==> src/rtl/lsdrs_ram.sv <==
// ----------------------------------------------------------------------------
// lsdrs_ram
// Simple dual-port RAM: one write port, one read port with registered data.
// ----------------------------------------------------------------------------
`default_nettype none

module lsdrs_ram #(
  parameter int WIDTH = 32,
  parameter int DEPTH = 64
) (
  input  wire logic                     clk,
  input  wire logic                     we,
  input  wire logic [$clog2(DEPTH)-1:0] waddr,
  input  wire logic [WIDTH-1:0]         wdata,
  input  wire logic                     re,
  input  wire logic [$clog2(DEPTH)-1:0] raddr,
  output logic      [WIDTH-1:0]         rdata
);

  logic [WIDTH-1:0] mem [DEPTH];

  // Write, and read the old contents; hold the read word when idle
  always_ff @(posedge clk) begin
    if (we) mem[waddr] <= wdata;
    if (re) rdata <= mem[raddr];
  end

endmodule

`default_nettype wire

==> config.mk <==
export PLATFORM = sky130hd
export DESIGN_NAME = lsdrs_ram
export DESIGN_NICKNAME = d
export VERILOG_FILES = /design/src/rtl/lsdrs_ram.sv
export SDC_FILE = /design/constraint.sdc
export NUM_CORES = 2
export LEC_CHECK = 0
export BUFFER_PORTS_ARGS = -buffer_cell sky130_fd_sc_hd__buf_2
export CORE_ASPECT_RATIO = 1.75
export CORE_UTILIZATION = 55
export DETAILED_ROUTE_END_ITERATION = 6
export PLACE_DENSITY = 0.71
export SLEW_MARGIN = 20
export SYNTH_ARGS = -nofsm -noshare
export SYNTH_HDL_FRONTEND = slang
export SYNTH_SLANG_ARGS = --single-unit
==> constraint.sdc <==
create_clock -name clk -period 5 [get_ports clk]
set_input_delay 0.75 -clock clk [delete_from_list [all_inputs] [get_ports clk]]
set_output_delay 0.75 -clock clk [all_outputs]
set_load 0.01 [all_outputs]
==> impl_metrics.py <==
metrics = {
    "placed_design": {
        "port_buffers": 78,
        "place.gp.congestion": 0.886,
        "dp_hpwl_um": 120000,
        "dp.cells": 5252,
    },
    "worst_setup_path": {
        "crit_family": "buffers and inverters",
        "required_ns": 5.51,
        "cp.arrival_ns": 4.04,
        "critical_path_class": "input port to flop",
        "crit_chain": "buf_8 -> buf_12 -> buf_12 -> mux4_2 -> mux4_2 -> o22ai_1 -> nor2_1",
        "cpMaxStageDelayCell": "o22ai_1",
        "worst_setup_path_end_kind": "flop",
        "setup.worst_path.start_class": "input port",
        "cpPeakStageDelay_ns": 0.92,
        "crit_buf_inv": 3,
        "worstPathMaxFanout": 55,
    },
    "min_path": {
        "hp-class": "input port to flop",
    },
    "sta": {
        "fin_hold_ws_ns": 0.492,
        "skew_ns": 0.0244,
        "slew_headroom_pct": 20.5,
        "hold_violations": 0,
        "setup_tns_ns": 0,
        "finalCritPeriodShare_pct": 70.6,
        "fin_crit_ns": 3.53,
        "finalSetupViolCount": 0,
        "rsz0062_at_grt": "false",
        "slew_viol_final": 0,
        "fmax_mhz": 283,
        "tightestPinTransition_ns": 1.19,
    },
    "power": {
        "intPower_mw": 27.4,
        "powerDensity_mw_per_mm2": 392,
        "pwr-share-seq_pct": 56.0,
        "clkPwrFrac_pct": 38.7,
        "irDropWorstVdd_v": 0.000379,
        "swShare_pct": 21.0,
        "p_leak_nw": 27.4,
        "switchingPower_mw": 7.26,
        "combPwrFrac_pct": 5.3,
    },
    "synth": {
        "synth_edf_count": 2080,
        "ys_top_cells_by_area": "edfxtp_1 (79%), mux4_2 (16%), mux2i_1 (1.2%)",
        "ys.flop_type": "edfxtp_1",
        "ys_ff_latch": 2080,
        "syn_inst": 3324,
        "netlist_top_cells_count": "edfxtp_1 (2080), mux4_2 (544), nor2_1 (137)",
        "synth_cell_types": 33,
        "syn_avg_cell_area_um2": 23.7,
        "async_reset_ff_share_pct": 0,
        "synth_largest_type_area_fraction_pct": 79.2,
        "synth.most_common_cell": "edfxtp_1",
        "synth_nets": 3371,
        "yosysTopAreaCell": "edfxtp_1",
        "yosysWarningCount": 0,
        "synth_area_mm2": 0.0788,
        "ys_seq_area_share_pct": 79.2,
    },
    "clock_network": {
        "numCtsBuffers": 168,
        "clockRootBuffer": "clkbuf_16",
        "clock_latency_ns": 0.81,
        "cts_resized": 0,
        "cts_sinks": 2080,
        "path_clk_slew_ns": 0.07,
        "cts_max_path_buffers": 3,
        "ctsHoldBuffers": 0,
        "htree_levels": 4,
        "cts_tree": "yes",
        "cts_setup_buffers": 0,
    },
    "drt": {
        "drt_iter0_markers": 5049,
        "via_count": 37400,
        "drt-pass1-iter-count": 7,
        "viasPerCell": 6.72,
        "ant_nets": 0,
        "drc": 20,
        "finalWirelength_um": 204000,
        "avgRoutedWirePerCell_um": 36.6,
    },
    "floorplan": {
        "fp.dieH_um": 503,
        "die_area_mm2": 0.145,
        "die_x_um": 288,
        "rows": 183,
        "coreArea_mm2": 0.142,
        "initial_core_util_pct": 55.4,
        "io-pin-count": 79,
    },
    "global_route": {
        "grt_max_degree": 79,
        "grt_pass1_wl_um": 286000,
        "gr-total-overflow": 0,
        "antenna_found_initial": 18,
        "grt_pass1_vias": 38400,
        "grt_usage_pct": 28.9,
    },
    "final_layout": {
        "fin_nets": 3619,
        "fin_util_pct": 62.2,
        "ff_latch_area_mm2": 0.0625,
        "layout.cells.non_filler": 5566,
        "drive_above_1_share_pct": 30.3,
        "n_fill_cell": 9226,
        "area_growth_pct": 12.2,
        "multi_input_area_mm2": 0.0160,
    },
    "status": {
        "outcome": "complete, but fails checks",
        "violations": "design-rule violations",
    },
    "job": {
        "cap_violations": 0,
    },
}
[power groups by stage]
stage	Sequential, mW	Clock [mW]	Combinational (mW)
finish	19.4	13.4	1.83
global route	19.4	14.1	1.90
CTS	19.4	13.5	1.83
detailed placement	19.8	0	1.83
global placement	19.8	0	1.80
floorplan	19.8	0	0.939
[placed cells by master, fill, tap and decap left out, types with 32 or more instances in the layout]
master        n
buf_4       165
clkinv_1     32
edfxtp_1   2080
clkbuf_16   175
nor2_4       62
a21oi_1      61
clkinv_2     32
o22ai_1      83
mux2i_1      93
nor2_1       75
mux4_2      544
buf_2        64
[state kept, by name (all words and copies together), names as in the netlist]
signal	flops
mem	2048
rdata	32
[path summary, 6_finish.rpt]
| check | from | endpoint | slack (ns) | cells after the start |
|---|---|---|---|---|
| worst min register to register | mem[28][8] | rdata[8] | 0.82 | 4 |
| worst max register to register | mem[14][6] | rdata[6] | 2.32 | 4 |
| worst max-delay path | raddr[0] | rdata[27] | 1.47 | 7 |
| worst min-delay path | wdata[18] | mem[40][18] | 0.49 | 1 |
[through the flow]
step | instance area (um2) | total power, mW | setup slack (ns)
global route | 88400 | 35.4 | 1.37
finish | 88500 | 34.6 | 1.47
floorplan | 78800 | 20.7 | 1.09
CTS | 88400 | 34.7 | 1.44
global placement | 82900 | 21.6 | 0.501
detailed placement | 82900 | 21.6 | 0.599
[layout make-up]
class | count | share of cell area [%]
Antenna cell | 8 | 0.0226
Clock buffer | 203 | 5.07
Clock inverter | 103 | 1.16
Multi-Input combinational cell | 1062 | 18.1
Sequential cell | 2080 | 70.6
Tap cell | 1850 | 2.62
Timing Repair Buffer | 260 | 2.45
[metal layers]
layer  wire length [um]  share of wire, %  vias up  global-route usage [%]
met5                 83             0.041        -                       0
met4              11700               5.8       14                    14.7
met3              17200               8.4      465                    4.60
met2             107000                53     2123                    50.3
met1              67400                33    20100                    35.0
li1                   -                 -    14700                       -
[cell families (layout without fill, tap and decap cells)]
family | Yosys count | after routing | share of synthesized area, %
AOI/OAI and AO/OA | 202 | 202 | 1.67
DFF | 2080 | 2080 | 79.2
other | 0 | 8 | 0
buffers and inverters | 182 | 566 | 1.12
muxes | 637 | 637 | 16.7
and+or+nand+nor | 223 | 223 | 1.26
Note: power is estimated with default switching activity, not from simulation.
